$ cat src/hdl/fps_pkg.sv
// ----------------------------------------------------------------------------
// fps_pkg
// Types, constants and the gray-level class table for the frame pixel
// statistics unit.
// ----------------------------------------------------------------------------
package fps_pkg;

    localparam logic [8:0] LINE_WIDTH  = 9'd256;
    localparam logic [8:0] FRAME_LINES = 9'd240;

    localparam logic [8:0]  NEG_ONE_9  = 9'h1ff;
    localparam logic [15:0] CNT16_MAX  = 16'hffff;
    localparam logic [31:0] CNT32_MAX  = 32'hffff_ffff;
    localparam logic [7:0]  INDEX_MAX  = 8'hff;
    localparam logic [7:0]  INDEX_MIN  = 8'h00;

    typedef enum logic [1:0] {
        CLS_BLACK  = 2'd0,
        CLS_GRAY   = 2'd1,
        CLS_BRIGHT = 2'd2
    } class_t;

    // class per six-bit colour, levels rising from black to white
    localparam logic [1:0] LEVEL_CLASS [64] = '{
        2'd1, 2'd0, 2'd0, 2'd0, 2'd0, 2'd0, 2'd0, 2'd0,
        2'd0, 2'd0, 2'd0, 2'd0, 2'd0, 2'd0, 2'd0, 2'd0,
        2'd2, 2'd2, 2'd1, 2'd1, 2'd2, 2'd1, 2'd1, 2'd1,
        2'd2, 2'd2, 2'd2, 2'd2, 2'd1, 2'd1, 2'd1, 2'd1,
        2'd2, 2'd2, 2'd2, 2'd2, 2'd2, 2'd2, 2'd2, 2'd2,
        2'd2, 2'd2, 2'd2, 2'd2, 2'd2, 2'd2, 2'd1, 2'd1,
        2'd2, 2'd2, 2'd2, 2'd2, 2'd2, 2'd2, 2'd2, 2'd2,
        2'd2, 2'd2, 2'd2, 2'd2, 2'd2, 2'd2, 2'd1, 2'd1
    };

    typedef struct packed {
        logic [7:0] pixel;
        logic [7:0] col;
        logic [7:0] row;
        logic       frame_end;
    } pix_t;

    typedef struct packed {
        logic [15:0] nonzero_count;
        logic [15:0] nonblack_count;
        logic [15:0] bright_count;
        logic [15:0] gray_count;
        logic [7:0]  min_index;
        logic [7:0]  max_index;
        logic [6:0]  unique_colors;
        logic [8:0]  first_x;
        logic [8:0]  first_y;
        logic [31:0] visible_frames;
    } result_t;

    function automatic logic [15:0] sat_inc16(input logic [15:0] v);
        sat_inc16 = (v == CNT16_MAX) ? v : v + 16'd1;
    endfunction

endpackage

$ cat src/hdl/fps_core.sv
// ----------------------------------------------------------------------------
// fps_core
// Per-frame accumulators. Folds one pixel per step and presents the frame
// result that includes the pixel being folded.
// ----------------------------------------------------------------------------
module fps_core (
    input  logic             aclk,
    input  logic             aresetn,
    input  logic             step,
    input  fps_pkg::pix_t    pix,
    output fps_pkg::result_t result
);

    logic [63:0] seen_reg,     seen_next;
    logic [6:0]  unique_reg,   unique_next;
    logic [15:0] nonzero_reg,  nonzero_next;
    logic [15:0] nonblack_reg, nonblack_next;
    logic [15:0] bright_reg,   bright_next;
    logic [15:0] gray_reg,     gray_next;
    logic [7:0]  min_reg,      min_next;
    logic [7:0]  max_reg,      max_next;
    logic [8:0]  first_col_reg, first_col_next;
    logic [8:0]  first_row_reg, first_row_next;
    logic [31:0] visible_reg,  visible_next;

    logic            in_win;
    logic [5:0]      colour;
    fps_pkg::class_t cls;

    assign colour = pix.pixel[5:0];
    assign cls    = fps_pkg::class_t'(fps_pkg::LEVEL_CLASS[colour]);
    assign in_win = ({1'b0, pix.col} < fps_pkg::LINE_WIDTH) &&
                    ({1'b0, pix.row} < fps_pkg::FRAME_LINES);

    always_comb begin
        seen_next      = seen_reg;
        unique_next    = unique_reg;
        nonzero_next   = nonzero_reg;
        nonblack_next  = nonblack_reg;
        bright_next    = bright_reg;
        gray_next      = gray_reg;
        min_next       = min_reg;
        max_next       = max_reg;
        first_col_next = first_col_reg;
        first_row_next = first_row_reg;
        if (in_win) begin
            seen_next[colour] = 1'b1;
            if (!seen_reg[colour]) begin
                unique_next = unique_reg + 7'd1;
            end
            if (pix.pixel != fps_pkg::INDEX_MIN) begin
                nonzero_next = fps_pkg::sat_inc16(nonzero_reg);
            end
            if (pix.pixel < min_reg) begin
                min_next = pix.pixel;
            end
            if (pix.pixel > max_reg) begin
                max_next = pix.pixel;
            end
            if (cls != fps_pkg::CLS_BLACK) begin
                nonblack_next = fps_pkg::sat_inc16(nonblack_reg);
                if (first_col_reg == fps_pkg::NEG_ONE_9) begin
                    first_col_next = {1'b0, pix.col};
                    first_row_next = {1'b0, pix.row};
                end
            end
            case (cls)
                fps_pkg::CLS_BRIGHT: bright_next = fps_pkg::sat_inc16(bright_reg);
                fps_pkg::CLS_GRAY:   gray_next   = fps_pkg::sat_inc16(gray_reg);
                default: ;
            endcase
        end
        visible_next = visible_reg;
        if (nonblack_next != 16'd0 && visible_reg != fps_pkg::CNT32_MAX) begin
            visible_next = visible_reg + 32'd1;
        end
    end

    always_comb begin
        result.nonzero_count  = nonzero_next;
        result.nonblack_count = nonblack_next;
        result.bright_count   = bright_next;
        result.gray_count     = gray_next;
        result.min_index      = (min_next == fps_pkg::INDEX_MAX) ? fps_pkg::INDEX_MIN
                                                                 : min_next;
        result.max_index      = max_next;
        result.unique_colors  = unique_next;
        result.first_x        = first_col_next;
        result.first_y        = first_row_next;
        result.visible_frames = visible_next;
    end

    always_ff @(posedge aclk) begin
        if (!aresetn || (step && pix.frame_end)) begin
            seen_reg      <= '0;
            unique_reg    <= '0;
            nonzero_reg   <= '0;
            nonblack_reg  <= '0;
            bright_reg    <= '0;
            gray_reg      <= '0;
            min_reg       <= fps_pkg::INDEX_MAX;
            max_reg       <= fps_pkg::INDEX_MIN;
            first_col_reg <= fps_pkg::NEG_ONE_9;
            first_row_reg <= fps_pkg::NEG_ONE_9;
        end else if (step) begin
            seen_reg      <= seen_next;
            unique_reg    <= unique_next;
            nonzero_reg   <= nonzero_next;
            nonblack_reg  <= nonblack_next;
            bright_reg    <= bright_next;
            gray_reg      <= gray_next;
            min_reg       <= min_next;
            max_reg       <= max_next;
            first_col_reg <= first_col_next;
            first_row_reg <= first_row_next;
        end
    end

    always_ff @(posedge aclk) begin
        if (!aresetn) begin
            visible_reg <= '0;
        end else if (step && pix.frame_end) begin
            visible_reg <= visible_next;
        end
    end

endmodule

$ cat src/hdl/frame_pixel_statistics_unit.sv
// ----------------------------------------------------------------------------
// frame_pixel_statistics_unit
// Per-frame pixel statistics over a stream of palette-index pixels.
// ----------------------------------------------------------------------------
// Usage:
//   s_ channel: one pixel per transaction, s_tdata = {row, col, pixel},
//   s_tlast marks the last pixel of the frame.
//   m_ channel: one result transaction per frame, issued for the s_tlast
//   pixel; no transaction for any other pixel.
//   Throughput: one pixel per cycle, unless a last pixel waits on a held
//   result; the core is combinational between the input and result registers.
//   The result register loads when the last pixel leaves the input
//   register, and m_tvalid is driven from the result register.
//   Reset (aresetn low, synchronous) empties both registers and clears all
//   accumulators, including the visible frame count.
//   When the receiver stalls, the result is held on m_tdata; ordinary
//   pixels keep flowing and only a further last pixel waits, at which
//   point s_tready drops until the held result is taken.
// ----------------------------------------------------------------------------
module frame_pixel_statistics_unit (
    input  logic         aclk,
    input  logic         aresetn,
    input  logic         s_tvalid,
    output logic         s_tready,
    input  logic [23:0]  s_tdata,   // pixel[7:0], col[15:8], row[23:16]
    input  logic         s_tlast,   // frame_end
    output logic         m_tvalid,
    input  logic         m_tready,
    output logic [143:0] m_tdata    // nonzero_count[15:0], nonblack_count[31:16],
                                    // bright_count[47:32], gray_count[63:48],
                                    // min_index[71:64], max_index[79:72],
                                    // unique_colors[86:80], first_x[95:87],
                                    // first_y[104:96], visible_frames[136:105],
                                    // zero[143:137]
);

    logic             in_valid_reg;
    fps_pkg::pix_t    in_pix_reg;
    logic             out_valid_reg;
    fps_pkg::result_t out_res_reg;
    fps_pkg::result_t core_res;
    logic             out_free;
    logic             fire;

    assign out_free = !out_valid_reg || m_tready;
    assign fire     = in_valid_reg && (!in_pix_reg.frame_end || out_free);
    assign s_tready = !in_valid_reg || fire;

    always_ff @(posedge aclk) begin
        if (!aresetn) begin
            in_valid_reg <= 1'b0;
        end else if (s_tready) begin
            in_valid_reg <= s_tvalid;
        end
    end

    always_ff @(posedge aclk) begin
        if (s_tready && s_tvalid) begin
            in_pix_reg.pixel     <= s_tdata[7:0];
            in_pix_reg.col       <= s_tdata[15:8];
            in_pix_reg.row       <= s_tdata[23:16];
            in_pix_reg.frame_end <= s_tlast;
        end
    end

    fps_core u_core (
        .aclk    (aclk),
        .aresetn (aresetn),
        .step    (fire),
        .pix     (in_pix_reg),
        .result  (core_res)
    );

    always_ff @(posedge aclk) begin
        if (!aresetn) begin
            out_valid_reg <= 1'b0;
        end else if (fire && in_pix_reg.frame_end) begin
            out_valid_reg <= 1'b1;
        end else if (m_tready) begin
            out_valid_reg <= 1'b0;
        end
    end

    always_ff @(posedge aclk) begin
        if (fire && in_pix_reg.frame_end) begin
            out_res_reg <= core_res;
        end
    end

    assign m_tvalid = out_valid_reg;
    assign m_tdata  = {7'd0,
                       out_res_reg.visible_frames,
                       out_res_reg.first_y,
                       out_res_reg.first_x,
                       out_res_reg.unique_colors,
                       out_res_reg.max_index,
                       out_res_reg.min_index,
                       out_res_reg.gray_count,
                       out_res_reg.bright_count,
                       out_res_reg.nonblack_count,
                       out_res_reg.nonzero_count};

endmodule

$ cat config.mk
export PLATFORM = sky130hd
export DESIGN_NAME = frame_pixel_statistics_unit
export DESIGN_NICKNAME = d
export VERILOG_FILES = /design/src/hdl/fps_pkg.sv /design/src/hdl/fps_core.sv /design/src/hdl/frame_pixel_statistics_unit.sv
export SDC_FILE = /design/constraint.sdc
export NUM_CORES = 1
export LEC_CHECK = 0
export ABC_AREA = 1
export BUFFER_PORTS_ARGS = -buffer_cell sky130_fd_sc_hd__buf_2
export CORE_MARGIN = 3
export CORE_UTILIZATION = 30
export DETAILED_ROUTE_END_ITERATION = 10
export HOLD_SLACK_MARGIN = 0.02
export MAX_ROUTING_LAYER = met4
export PLACE_DENSITY_LB_ADDON = 0.15
export SLEW_MARGIN = 25
export SYNTH_ARGS = -nofsm -noshare
export SYNTH_HDL_FRONTEND = slang
export SYNTH_SLANG_ARGS = --single-unit
$ cat constraint.sdc
create_clock -name aclk -period 6.17 [get_ports aclk]
set_clock_uncertainty 0.15 [all_clocks]
set_input_delay 0 -clock aclk [delete_from_list [all_inputs] [get_ports aclk]]
set_output_delay 0 -clock aclk [all_outputs]
set_load 0.005 [all_outputs]
==> impl_metrics.toml <==
[clock_network]
max-clock-path-buffers = 3
cts_setup_buffers = 0
clock_latency_ns = 0.58
clk_pin_slew_worst_paths_ns = 0.06
htree_num_levels = 2
clock-sinks = 365
cts_root_buffer = "clkbuf_16"
cts_tree = "yes"
cts_buffers = 44

[worst_setup_path]
endpoint_kind = "flop"
critPathArrivalTime_ns = 4.25
crit_family = "simple AND/OR/NAND/NOR gates"
path_buf_inv = 2
cp_data_required_time_ns = 6.54
path_depth = 17
cpPeakStageDelay_ns = 0.76
r2r_setup_slack_ns = 2.29
reg2reg_to = "u_core.visible_reg[23]"
cp-endpoint = "u_core.visible_reg[23]"
cp-start-kind = "flop"
rr_startpoint = "in_pix_reg[17]"
startpoint = "in_pix_reg[17]"
cp_slowest_cell = "edfxtp_1"
path_cells = "nor2_2 > nand2_2 > a21oi_4 > nand2_4 > inv_2 > nand2_1 > nand2_1 > nand2_1 > inv_1 > nand2_1 > nor2_2 > nand2_2 > nand2_4 > nand2_1 > nand2_1 > nand2_1 > nand2_1"
reg2regPathDepth = 17
cpMostUsedCell = "nand2_1"
cp_max_fo = 31
critical_path_class = "flop to flop"

[routing]
post_drt_via_cell_ratio = 4.614
drc = 0
drtPass1Iterations = 5
ant_nets = 0
wl_um = 49240
vias = 14550
drtIter0Drc = 964
wl_per_cell_um = 15.61

[global_route]
antenna_found_initial = 0
grt_pass1_vias = 14120
track_usage_pct = 16.79
grt_pass1_wl_um = 78580
grt_overflow = 0
grt_max_degree = 80

[finish]
area_delta_synth_final_pct = 20.41
fin_util_pct = 36.64
n_antenna_cell = 0
largest_reg_flops = 137
drive_above_1_share_pct = 11.97
nets = 2412
fin_cells = 3154
fin_area_mm2 = 0.02070

[synthesis]
yosys_warnings = 0
ys.flop_type = "dfxtp_1"
synth-xor-area-share_pct = 3.210
netlist_instances = 2159
async_flop_share_pct = 0
syn_area_mm2 = 0.01719
synthAdderAreaFrac_pct = 1.528
synthMuxAreaShare_pct = 0
ys_seq_elements = 365
seq_area_frac_synth_pct = 51.94
synth_top_family_by_area = "simple AND/OR/NAND/NOR gates"
synth_compound_area_share_pct = 10.49
synthSimpleGateAreaFrac_pct = 23.98
ys_types = 46
postSynthAreaPerCell_um2 = 7.963
synth-edff-count = 162

[die]
die_h_um = 245.4
start_util_pct = 30.43
die_area_mm2 = 0.06021
core_area_mm2 = 0.05650
dieWidth_um = 245.4
ioPinCount = 175
row_count = 87

[place]
post-place-ws_ns = 2.238
dp_hpwl_um = 33850
placed_area_mm2 = 0.01871
post-place-cells = 3017
place_congestion = 0.8872
port_buffers = 167

[run_status]
status = "finished, final reports clean"

[timing]
setup_viol = 0
rsz0062_at_grt = "false"
max_freq_mhz = 257.8
setup_ws_ns = 2.291
fin_crit_sh_pct = 62.86
hold_viol_final = 0
finalMaxSlewViolations = 0
setup_tns_ns = 0
worst_pin_slew_ns = 0.9526
min_period_ns = 3.879
max_slew_margin_pct = 35.49

[run]
drv_cap = 0

[hold_path]
worstHoldPathType = "input port to flop"

[power_and_ir_drop]
leakagePower_nw = 9.068
ir_drop_mv = 0.1595
power-per-cell-area_mw_per_mm2 = 279.7
-- cells by family after synthesis --
logic type      Yosys count
buf+inv                 381
simple gates            984
flops                   365
compound gates          344
xor+xnor                 63
other cells               1
fa+ha+maj                21
-- timing repair --
item                      4_1_cts  5_1_grt
hold buffers                   55        0
resized for setup               0        0
hold endpoints to repair       84        0
-- area by class of cell --
cell class | instances | area, um^2
clock buffer | 59 | 1219
clock inverter | 23 | 217.7
fill | 5790 | 35800
inverter | 297 | 1120
multi-input combinational | 1419 | 6785
sequential | 365 | 8929
tap | 756 | 945.9
timing repair buffer | 235 | 1484
-- metrics by stage --
step,total power [W],hold slack (ns)
after detailed placement,0.003234,0.02813
after floorplan,0.003059,-0.05113
after global placement,0.003231,0.02833
final,0.005790,0.1468
after global routing,0.006050,0.2083
after CTS,0.005895,0.1263
-- cells in the final DEF (no fill, tap or decap), types with 7 or more instances in the layout --
| cell | netlist | routed |
|---|---|---|
| a21oi_1 | 165 | 165 |
| buf_2 | 6 | 167 |
| buf_4 | 13 | 13 |
| clkbuf_1 | 57 | 10 |
| clkbuf_16 | 0 | 45 |
| clkinv_2 | 0 | 13 |
| conb_1 | 1 | 7 |
| dfxtp_1 | 203 | 203 |
| dlygate4sd3_1 | 0 | 55 |
| edfxtp_1 | 162 | 162 |
| ha_1 | 21 | 21 |
| inv_1 | 290 | 287 |
| inv_2 | 4 | 7 |
| nand2_1 | 567 | 565 |
| nand3_1 | 97 | 97 |
| nand4_1 | 42 | 42 |
| nor2_1 | 197 | 196 |
| nor3_1 | 34 | 34 |
| nor4_1 | 17 | 17 |
| o21ai_0 | 137 | 137 |
| o22ai_1 | 17 | 17 |
| or2_2 | 8 | 8 |
| xor2_1 | 61 | 61 |
-- tightest hold or removal path, stage by stage --
cell     delay (ns)
buf_2          0.07
nor2_1         0.06
nand2_1        0.10
nand2_4        0.06
buf_4          0.30
o21ai_0        0.22
-- layer usage --
layer	track usage, %	up-vias	share of wire, %
li1	-	7409	-
met1	22.55	6768	48
met2	26.45	299	45
met3	2.595	77	4.2
met4	4.533	0	2.4
met5	-	-	0
-- power breakdown --
part           internal (W)  total [W]  leakage [nW]  switching [W]
Sequential          0.00263    0.00269          3.22      0.0000641
Clock               0.00155    0.00259         0.718        0.00104
Combinational      0.000161   0.000505          5.13       0.000343
-- how the worst min path moves through the flow --
stage,endpoint,cells past startpoint,start,slack (ns)
4_1_cts,m_tvalid,5,m_tready,0.13
2_1_floorplan,in_pix_reg[0],0,s_tlast,-0.05
6_report,u_core.min_reg[3],6,m_tready,0.15
3_5_place_dp,in_pix_reg[5],1,s_tdata[20],0.03
5_1_grt,u_core.min_reg[3],6,m_tready,0.21
3_3_place_gp,in_pix_reg[15],1,s_tdata[14],0.03
-- cell usage after synthesis (all sizes together), types with 8 or more instances --
cell type    n  area share (%)
nand3       99             2.9
nor3        37             1.2
edfxtp     162              28
o22ai       17            0.62
clkbuf      58             1.3
nand4       42             1.5
nand2      572              13
xor2        61             3.1
ha          21             1.5
nor2       204             4.6
dfxtp      203              24
or2          8            0.29
nor4        17            0.62
a21oi      166             4.9
inv        294             6.4
buf         26             1.1
o21ai      143             4.2
(Power assumes the default switching activity.)
